`src/fpsc_pkg.sv`:
```
// Shared types and constants for the frame pacing skip controller.
// No dependencies; every other file in src uses it by scoped names.
package fpsc_pkg;

  localparam logic [3:0]  MAX_SKIPS    = 4'd10;
  localparam logic [5:0]  REF_RATE     = 6'd60;
  localparam logic [19:0] PERIOD_RESET = 20'd16666;  // 1000000 / 60

  localparam logic CFG_FRAME_PERIOD = 1'b0;
  localparam logic CFG_TARGET_FPS   = 1'b1;

  typedef struct packed {
    logic        mode;
    logic [31:0] now_us;
  } in_beat_t;

  typedef struct packed {
    logic        skip;
    logic [31:0] wait_us;
  } out_beat_t;

  // Controller to datapath
  typedef struct packed {
    logic resync;
    logic load;
    logic first;
    logic advance;
    logic decide;
    logic div_step;
    logic emit;
  } cmd_t;

  // Datapath to controller
  typedef struct packed {
    logic started;
    logic late;
    logic div_done;
  } status_t;

endpackage

```
`src/fpsc_datapath.sv`:
```
// Datapath: pacing state, configuration registers, shift-free quotient unit
// and result register. Depends on fpsc_pkg.
module fpsc_datapath (
  input  logic               clk,
  input  logic               rst,
  input  logic               cfg_we,
  input  logic               cfg_index,
  input  logic [19:0]        cfg_data,
  input  fpsc_pkg::in_beat_t in_beat,
  input  fpsc_pkg::cmd_t     cmd,
  output fpsc_pkg::status_t  status,
  output fpsc_pkg::out_beat_t out_beat
);

  logic [19:0] frame_period_us;
  logic [5:0]  target_fps;
  logic        started;
  logic [31:0] deadline_us;
  logic [3:0]  pending_skips;
  logic [5:0]  rate_accum;

  logic [31:0] now_us;
  logic [31:0] rem;
  logic [3:0]  cnt;
  logic        res_skip;
  logic [31:0] res_wait;

  logic [31:0] diff;
  logic [31:0] ahead;
  logic [5:0]  fps;
  logic [19:0] per;
  logic        div_done;
  logic [6:0]  accum_up;

  assign diff     = now_us - deadline_us;
  assign ahead    = deadline_us - now_us;
  assign fps      = (target_fps > fpsc_pkg::REF_RATE) ? fpsc_pkg::REF_RATE : target_fps;
  assign per      = (frame_period_us == 20'd0) ? 20'd1 : frame_period_us;
  assign div_done = (cnt == fpsc_pkg::MAX_SKIPS) || (rem < {12'd0, per});
  assign accum_up = {1'b0, rate_accum} + {1'b0, fpsc_pkg::REF_RATE} - {1'b0, fps};

  assign status.started  = started;
  assign status.late     = (pending_skips == 4'd0) && !diff[31];
  assign status.div_done = div_done;

  always_ff @(posedge clk) begin
    if (rst) begin
      frame_period_us <= fpsc_pkg::PERIOD_RESET;
      target_fps      <= fpsc_pkg::REF_RATE;
    end else if (cfg_we) begin
      case (cfg_index)
        fpsc_pkg::CFG_FRAME_PERIOD: frame_period_us <= cfg_data;
        fpsc_pkg::CFG_TARGET_FPS:   target_fps      <= cfg_data[5:0];
        default:                    ;
      endcase
    end
  end

  always_ff @(posedge clk) begin
    if (rst) begin
      started       <= 1'b0;
      deadline_us   <= 32'd0;
      pending_skips <= 4'd0;
      rate_accum    <= fpsc_pkg::REF_RATE;
    end else begin
      if (cmd.resync) begin
        started <= 1'b0;
      end
      if (cmd.first) begin
        started     <= 1'b1;
        deadline_us <= now_us;
      end
      if (cmd.advance) begin
        deadline_us <= deadline_us + {12'd0, frame_period_us};
      end
      if (cmd.decide) begin
        if (pending_skips >= fpsc_pkg::MAX_SKIPS) begin
          pending_skips <= 4'd0;
          started       <= 1'b0;
        end else if (pending_skips != 4'd0) begin
          pending_skips <= pending_skips - 4'd1;
        end else if (diff[31]) begin
          if (rate_accum <= fps) begin
            rate_accum <= accum_up[5:0];
          end else begin
            rate_accum <= rate_accum - fps;
          end
        end
      end
      if (cmd.div_step && div_done) begin
        pending_skips <= cnt;
      end
    end
  end

  // Payload and work registers: no reset needed
  always_ff @(posedge clk) begin
    if (cmd.load) begin
      now_us <= in_beat.now_us;
    end
    if (cmd.first) begin
      res_skip <= 1'b0;
      res_wait <= 32'd0;
    end
    if (cmd.decide) begin
      rem <= diff;
      cnt <= 4'd0;
      if (pending_skips != 4'd0) begin
        res_skip <= 1'b1;
        res_wait <= 32'd0;
      end else if (diff[31]) begin
        res_wait <= ahead;
        res_skip <= !(rate_accum <= fps);
      end else begin
        res_skip <= 1'b0;
        res_wait <= 32'd0;
      end
    end
    if (cmd.div_step && !div_done) begin
      rem <= rem - {12'd0, per};
      cnt <= cnt + 4'd1;
    end
    if (cmd.emit) begin
      out_beat.skip    <= res_skip;
      out_beat.wait_us <= res_wait;
    end
  end

endmodule

```
`src/fpsc_ctrl.sv`:
```
// Controller state machine: sequences one tick through the datapath and
// owns the output valid flag. Depends on fpsc_pkg.
module fpsc_ctrl (
  input  logic              clk,
  input  logic              rst,
  input  logic              in_valid,
  input  logic              in_mode,
  output logic              in_ready,
  output logic              out_valid,
  input  logic              out_ready,
  input  fpsc_pkg::status_t status,
  output fpsc_pkg::cmd_t    cmd
);

  typedef enum logic [4:0] {
    ST_IDLE   = 5'b00001,
    ST_ADV    = 5'b00010,
    ST_DECIDE = 5'b00100,
    ST_DIV    = 5'b01000,
    ST_EMIT   = 5'b10000
  } state_t;

  state_t state;
  state_t state_next;
  logic   out_free;

  assign in_ready = (state == ST_IDLE);
  assign out_free = !out_valid || out_ready;

  always_comb begin
    state_next = state;
    cmd        = '0;
    case (state)
      ST_IDLE: begin
        if (in_valid) begin
          if (in_mode) begin
            cmd.resync = 1'b1;
          end else begin
            cmd.load   = 1'b1;
            state_next = ST_ADV;
          end
        end
      end
      ST_ADV: begin
        if (status.started) begin
          cmd.advance = 1'b1;
          state_next  = ST_DECIDE;
        end else begin
          cmd.first  = 1'b1;
          state_next = ST_EMIT;
        end
      end
      ST_DECIDE: begin
        cmd.decide = 1'b1;
        state_next = status.late ? ST_DIV : ST_EMIT;
      end
      ST_DIV: begin
        cmd.div_step = 1'b1;
        if (status.div_done) begin
          state_next = ST_EMIT;
        end
      end
      ST_EMIT: begin
        if (out_free) begin
          cmd.emit   = 1'b1;
          state_next = ST_IDLE;
        end
      end
      default: begin
        state_next = ST_IDLE;
      end
    endcase
  end

  always_ff @(posedge clk) begin
    if (rst) begin
      state     <= ST_IDLE;
      out_valid <= 1'b0;
    end else begin
      state <= state_next;
      if (cmd.emit) begin
        out_valid <= 1'b1;
      end else if (out_ready) begin
        out_valid <= 1'b0;
      end
    end
  end

endmodule

```
`src/frame_pacing_skip_controller_unit.sv`:
```
// Top level of the frame pacing skip controller.
// Depends on fpsc_pkg, fpsc_datapath and fpsc_ctrl.
//
// Usage:
//   Input channel (in_valid/in_ready/in_beat): one beat per emulated frame.
//   mode 0 is a frame tick and yields one output beat; mode 1 is a resync,
//   which clears the started flag and yields nothing.
//   Output channel (out_valid/out_ready/out_beat): skip decision and the
//   number of microseconds the host should wait before the frame.
//   Configuration: cfg_we writes cfg_data into register cfg_index
//   (0 = frame period in us, 1 = target fps); write only while idle.
// Timing:
//   A resync is absorbed in the cycle it is accepted. The first tick after
//   reset, resync or a saturated backlog passes through the ADV and EMIT
//   states before out_valid rises; an early or skipped tick passes through
//   ADV, DECIDE and EMIT. A tick on time or late adds the quotient unit
//   (DIV state), which subtracts the frame period once per cycle until the
//   remainder falls below it or MAX_SKIPS skips are counted. The next beat is
//   accepted once the result sits in the output register.
// Reset (rst, synchronous): clears the started flag, the deadline, pending
//   skips, restores the rate accumulator and both registers to defaults.
// Stall: a result waiting on out_ready holds in the output register; the
//   following tick runs and then holds in its emit step until the slot frees.
module frame_pacing_skip_controller_unit (
  input  logic                clk,
  input  logic                rst,
  input  logic                cfg_we,
  input  logic                cfg_index,
  input  logic [19:0]         cfg_data,
  input  logic                in_valid,
  output logic                in_ready,
  input  fpsc_pkg::in_beat_t  in_beat,
  output logic                out_valid,
  input  logic                out_ready,
  output fpsc_pkg::out_beat_t out_beat
);

  fpsc_pkg::cmd_t    cmd;
  fpsc_pkg::status_t status;

  // Sequence each tick: latch, advance deadline, decide, divide lag, emit
  fpsc_ctrl u_ctrl (
    .clk       (clk),
    .rst       (rst),
    .in_valid  (in_valid),
    .in_mode   (in_beat.mode),
    .in_ready  (in_ready),
    .out_valid (out_valid),
    .out_ready (out_ready),
    .status    (status),
    .cmd       (cmd)
  );

  // Hold pacing state and compute the beat payload
  fpsc_datapath u_datapath (
    .clk       (clk),
    .rst       (rst),
    .cfg_we    (cfg_we),
    .cfg_index (cfg_index),
    .cfg_data  (cfg_data),
    .in_beat   (in_beat),
    .cmd       (cmd),
    .status    (status),
    .out_beat  (out_beat)
  );

endmodule

```
`config.mk`:
```
export PLATFORM = sky130hd
export DESIGN_NAME = frame_pacing_skip_controller_unit
export DESIGN_NICKNAME = d
export VERILOG_FILES = /design/src/fpsc_pkg.sv /design/src/fpsc_datapath.sv /design/src/fpsc_ctrl.sv /design/src/frame_pacing_skip_controller_unit.sv
export SDC_FILE = /design/constraint.sdc
export NUM_CORES = 1
export LEC_CHECK = 0
export ABC_AREA = 1
export BUFFER_PORTS_ARGS = -buffer_cell sky130_fd_sc_hd__buf_2
export CORE_ASPECT_RATIO = 1.4
export CORE_MARGIN = 2
export CORE_UTILIZATION = 50
export DETAILED_ROUTE_END_ITERATION = 10
export PLACE_DENSITY = 0.78
export SLEW_MARGIN = 10
export SYNTH_ARGS = -nofsm -noshare
export SYNTH_HDL_FRONTEND = slang
export SYNTH_SLANG_ARGS = --single-unit
```
`constraint.sdc`:
```
create_clock -name clk -period 3.8 [get_ports clk]
set_input_delay 0.38 -clock clk [delete_from_list [all_inputs] [get_ports clk]]
set_output_delay 0.38 -clock clk [all_outputs]
set_load 0.01 [all_outputs]
```
* Word level (Yosys, flattened, before mapping) *
Index checks and enable logic that the tools add are counted.

word-level totals
  register bits after elaboration = 209

cells by class
  $add $sub $neg = 9
  mux-type cells = 45
  bitwise gates (word level) = 3
  $lt $le $gt $ge = 4
  reduce and logical (&&, ||, !) cells = 23
  eq/ne operators = 10

operators with widths
  cell                                                                    number
  32-bit 2-to-1 mux                                                       8
  32-bit subtractor                                                       2
  32-bit by 20-bit adder with 32-bit output                               1
  32-bit by 20-bit less-than comparator with 1-bit output                 1
  32-bit by 20-bit subtractor with 32-bit output                          1
  5-bit 2-to-1 mux                                                        6
  5-bit one-hot mux with 5 select lines                                   1
  4-bit 2-to-1 mux                                                        6
  20-bit zero test                                                        1
  20-bit 2-to-1 mux                                                       1
  1-bit 2-to-1 mux                                                        18
  6-bit 2-to-1 mux                                                        2
  6-bit subtractor                                                        2
  2-bit nonzero test                                                      5
  4-bit AND reduction                                                     2
  6-bit adder (second input constant)                                     1
  6-bit > comparator (second input constant)                              1
  6-bit less-or-equal comparator                                          1
  2-bit 2-to-1 mux                                                        3
  2-bit AND reduction                                                     3
  5-bit by 1-bit equality test with 1-bit output (second input constant)  1
  5-bit by 2-bit equality test with 1-bit output (second input constant)  1
  5-bit by 3-bit equality test with 1-bit output (second input constant)  1
  5-bit by 4-bit equality test with 1-bit output (second input constant)  1
  14 further kinds                                                        24

* Logic depth before layout (Yosys ltp) *
  word-level depth = 7
  gate-level depth with buffers = 18
  gate-level depth less buffers = 17

* Hierarchy *
Synthesis repeated with hierarchy kept, for this count alone.

second synthesis, totals
  cell total of the unflattened synthesis = 2166
  area total of the unflattened synthesis = 15732.6 µm²

by module, submodules not included
  module         cells an instance  instances  sequential area each (µm²)  area each (µm²)
  fpsc_datapath  2108               1          5405.2                      15362.2
  fpsc_ctrl      58                 1          120.1                       370.4

* Worst setup path after synthesis *
No wires, ideal clock.

  kind = register to register
  start point = register u_datapath.frame_period_us[15] (netlist name)
  end point = register u_datapath.now_us[0] (enable)
  buffers on the path = 1
  arrival = 3580 ps
  cell stages (with the launch flop) = 17
  path slack = -201 ps
  data required time = 3379 ps
  cells stage by stage = dfxtp_1 -> nor4_1 -> nand3_1 -> nor3_1 -> a41o_1 -> ha_1 -> fa_1 -> nand3b_1 -> nand2_1 -> nand2_1 -> nand2_1 -> nand2_1 -> nand4_1 -> nand3_2 -> buf_2 -> nand2_1 -> nor2_1

RTL lines
  item                  RTL line             RTL
  to (signal assigned)  fpsc_datapath.sv:99  now_us <= in_beat.now_us;
  to (decl)             fpsc_datapath.sv:22  logic [31:0] now_us;

* Worst setup path in the final report *
  start point = register u_datapath.frame_period_us[15]
  end point = register u_datapath.rem[22] (enable)

between the ends
  cells in the longest elaborated chain, start to end = 7

ends and longest elaborated chain
  item                                                       RTL line              RTL
  from (decl)                                                fpsc_datapath.sv:15   logic [19:0] frame_period_us;
  from (signal assigned)                                     fpsc_datapath.sv:48   frame_period_us <= fpsc_pkg::PERIOD_RESET;
  from (signal assigned)                                     fpsc_datapath.sv:52   fpsc_pkg::CFG_FRAME_PERIOD: frame_period_us <= cfg_data;
  20-bit zero test                                           fpsc_datapath.sv:38   assign per = (frame_period_us == 20'd0) ? 20'd1 : frame_period_us;
  20-bit 2-to-1 mux *                                        fpsc_datapath.sv:38
  32-bit by 20-bit less-than comparator with 1-bit output *  fpsc_datapath.sv:39   assign div_done = (cnt == fpsc_pkg::MAX_SKIPS) || (rem < {12'd0, per});
  1-bit logical OR *                                         fpsc_datapath.sv:39
  1-bit zero test *                                          fpsc_datapath.sv:119  if (cmd.div_step && !div_done) begin
  1-bit logical AND *                                        fpsc_datapath.sv:119
  2-bit nonzero test (no line) *                             -
  to (signal assigned)                                       fpsc_datapath.sv:106  rem <= diff;
  to (signal assigned)                                       fpsc_datapath.sv:120  rem <= rem - {12'd0, per};
  to (decl)                                                  fpsc_datapath.sv:23   logic [31:0] rem;

Mark *: on every way between the ends. The rest lies on a longest branch, timed or not.
A chain may end at the register's enable or synchronous reset.

==> flow_metrics.tcl <==
set metrics [dict create \
    timing.critical_path.buf_inv 3 \
    cts-root-buf "clkbuf_16" \
    cp.arrival_ns 3.73 \
    syn2layout_area_growth_pct 11.3 \
    synth_top_area_cell "edfxtp_1" \
    crit_required_ns 3.97 \
    drv_slew 0 \
    clock_sinks 209 \
    nets 2288 \
    place_congestion 1.07 \
    vias 14332 \
    drv_cap 0 \
    rr_startpoint "u_datapath.frame_period_us[15]$_SDFFE_PP0P_" \
    netlist_area_um2 15100 \
    yosys.area_share.xor_xnor_pct 3.99 \
    tightest_slew_ns 1.09 \
    syn_avg_cell_area_um2 7.56 \
    synth-adder-area-share_pct 11.0 \
    synthSimpleGateAreaFrac_pct 24.4 \
    final_cells 2500 \
    place.detailed.hpwl_mm 38.8 \
    grt_pass1_wl_mm 73.4 \
    start_util_pct 50.7 \
    wire_per_inst_um 19.1 \
    synth_compound_area_share_pct 15.9 \
    critical_path_class "reg2reg" \
    r2r_slack_ns 0.24 \
    crit_chain "nor4_2 -> buf_4 -> nand3_1 -> nor3_1 -> a41o_1 -> ha_1 -> fa_1 -> nand3b_1 -> nand2_1 -> nand2_1 -> nand2_1 -> nand2_1 -> nand4_1 -> nand3_2 -> buf_4 -> nand2_1 -> buf_4" \
    ys_ff_latch 209 \
    fin_skew_ns 0.0176 \
    synth_nets 2191 \
    synthMuxAreaShare_pct 0 \
    slowest_stage "buf_4" \
    status "complete, no violations" \
    ir_drop_v 0.000468 \
    first_pass_iters 6 \
    rr_endpoint "u_datapath.rem[22]$_DFFE_PP_" \
    io_buffers 93 \
    cts.clk_slew.worst_paths_ns 0.06 \
    clk_path_buf_depth 3 \
    setup_tns_ns 0 \
    cp_common_cell "nand2_1" \
    die_w_um 151 \
    powerDensity_nw_per_um2 597 \
    cts_tree "done" \
    endpoint_kind "flip-flop" \
    period_share_pct 93.7 \
    synth-edff-count 134 \
    via_per_inst 5.73 \
    post_cts_buffers 0 \
    reg2reg_depth 17 \
    layout-drive-gt1-share_pct 10.4 \
    first_global_vias 13979 \
    hp-class "in2reg" \
    grt_usage_pct 30.0 \
    drtAntennaViolNets 0 \
    whs_path_depth 1 \
    antenna_found_initial 0 \
    ios 94 \
    final_area_um2 16800 \
    max_stage_delay_ns 0.43 \
    fmax_mhz 281 \
    placed_area_um2 16100 \
    core_area_um2 29800 \
    hold_start "in_beat[22]" \
    fp-row-count 75 \
    grt_max_degree 37 \
    min_to "u_datapath.now_us[22]$_DFFE_PP_" \
    diodes 0 \
    synth_top_family_by_area "simple AND/OR/NAND/NOR gates" \
    dp.cells 2461 \
    drt_iter0_drc 1245 \
    synth_area_leaders "edfxtp_1 (27%), nand2_1 (11%), ha_1 (10%)" \
    yosysTopAreaCellShare_pct 26.6 \
    leakage_nw 7.41 \
    grt-ovfl-total 0 \
    cp_top_family "simple AND/OR/NAND/NOR gates" \
    drc_errors 0 \
    synthFlopType "edfxtp_1" \
    die_h_um 210 \
    fillers 2822 \
    clock_latency_ns 0.53 \
    slew_headroom_pct 27.6 \
    cts_max_level 1 \
    drt_wl_total_mm 47.9 \
    rsz0062_at_grt "no" \
    cts_made_buffers 22 \
    synth-async-reset-ratio_pct 0 \
    setup_viol 0 \
    hold_buffers 0 \
    cp-start-kind "flip-flop" \
    seq_area_frac_synth_pct 36.5 \
    min_period_ns 3.56 \
    yosysWarnings 0 \
    yosysUniqueCellTypes 46 \
    hold_violations 0 \
    synth_cells 2003 \
    die-area_um2 31700 \
    critPathMaxFanout 36 \
]
## layer usage
metal | vias up | routed length, um | global-route usage [%]
met5 | - | 0 | 0
met4 | 0 | 2580 | 14.4
met3 | 136 | 3490 | 2.96
met2 | 621 | 23500 | 52.5
met1 | 6690 | 18300 | 36.5
li1 | 6885 | - | -
## where the power goes
| part | internal (mW) | total [mW] | switching, mW |
|---|---|---|---|
| Combinational | 1.42 | 4.52 | 3.10 |
| Clock | 1.39 | 2.33 | 0.938 |
| Sequential | 2.95 | 3.21 | 0.266 |
## metrics by stage
| stage | setup WS (ns) | power [mW] | hold WS, ns | util, % |
|---|---|---|---|---|
| finish | 0.238 | 10.1 | 0.0240 | 56.5 |
| global route | 0.0238 | 10.6 | 0.0161 | 56.5 |
| CTS | 0.113 | 9.98 | 0.0108 | 56.4 |
| detailed placement | 0.134 | 7.65 | 0.405 | 53.8 |
| global placement | 0.204 | 7.59 | 0.402 | 53.8 |
| floorplan | 0.324 | 6.20 | 0.400 | - |
## cells in the final DEF (no fill, tap or decap), types with 16 or more instances in the layout
| cell type | synthesis | routed |
|---|---|---|
| o211ai_1 | 18 | 18 |
| clkbuf_16 | 0 | 24 |
| inv_1 | 270 | 270 |
| xor2_1 | 54 | 54 |
| or2_2 | 16 | 16 |
| a21oi_1 | 187 | 187 |
| nand4_1 | 32 | 32 |
| o21ai_0 | 120 | 120 |
| edfxtp_1 | 134 | 134 |
| buf_2 | 15 | 93 |
| ha_1 | 122 | 122 |
| a21oi_2 | 24 | 24 |
| nand3_1 | 125 | 125 |
| buf_4 | 2 | 21 |
| nand2_1 | 458 | 458 |
| nor3_1 | 20 | 20 |
| a22oi_1 | 30 | 30 |
| nor2_1 | 163 | 160 |
| dfxtp_1 | 75 | 75 |
## kinds of logic (layout without fill, tap and decap cells)
logic type,Yosys count,in the layout
compound gates,419,419
xor+xnor,69,69
fa+ha+maj,129,129
buf+inv,316,428
flops,209,209
simple gates,861,861
## area by class of cell
cell class	instances	area, um2	share of cell area (%)
sequential	209	5530	32.8
tap	385	482	2.86
inverter	274	1030	6.11
timing repair buffer	115	643	3.82
multi-input combinational	1478	8390	49.8
clock inverter	11	141	0.839
clock buffer	28	636	3.77
## synth_stat cells (all sizes together), types with 7 or more instances
cell type,n
xor2,54
nand4,32
inv,272
o21bai,15
edfxtp,134
buf,20
nand3,127
a22oi,30
or2,16
nor4,8
nor3,21
clkbuf,22
ha,122
o211ai,18
fa,7
dfxtp,75
o21a,7
o21ai,121
nand2,468
xnor2,15
nand3b,7
nor2,174
a21oi,211
## sequential cells by signal, indices dropped and copies added, names as in the netlist
| name | flops |
|---|---|
| u_datapath.rem | 32 |
| u_datapath.started | 1 |
| u_datapath.rate_accum | 6 |
| u_datapath.frame_period_us | 20 |
| u_datapath.out_beat | 33 |
| u_datapath.res_wait | 32 |
| u_ctrl.out_valid | 1 |
| u_ctrl.state | 5 |
| u_datapath.now_us | 32 |
| u_datapath.pending_skips | 4 |
| u_datapath.target_fps | 6 |
| u_datapath.deadline_us | 32 |
| u_datapath.cnt | 4 |
| u_datapath.res_skip | 1 |
## worst max-delay path by stage
| stage | end | from | depth (start not counted) |
|---|---|---|---|
| after floorplan | u_datapath.now_us[0]$_DFFE_PP_ | u_datapath.frame_period_us[15]$_SDFFE_PP0P_ | 16 |
| after global placement | u_datapath.now_us[30]$_DFFE_PP_ | u_datapath.frame_period_us[15]$_SDFFE_PP0P_ | 17 |
| after detailed placement | u_datapath.now_us[30]$_DFFE_PP_ | u_datapath.frame_period_us[15]$_SDFFE_PP0P_ | 17 |
| after CTS | u_datapath.now_us[13]$_DFFE_PP_ | u_datapath.frame_period_us[15]$_SDFFE_PP0P_ | 17 |
| after global routing | u_datapath.now_us[18]$_DFFE_PP_ | u_datapath.frame_period_us[15]$_SDFFE_PP0P_ | 17 |
| final | u_datapath.rem[22]$_DFFE_PP_ | u_datapath.frame_period_us[15]$_SDFFE_PP0P_ | 17 |
## what timing repair did
action	4_1_cts	5_1_grt
endpoints found under the setup margin	0	70
resized for setup	0	1
hold endpoints to repair	0	0
(Power assumes the default switching activity.)
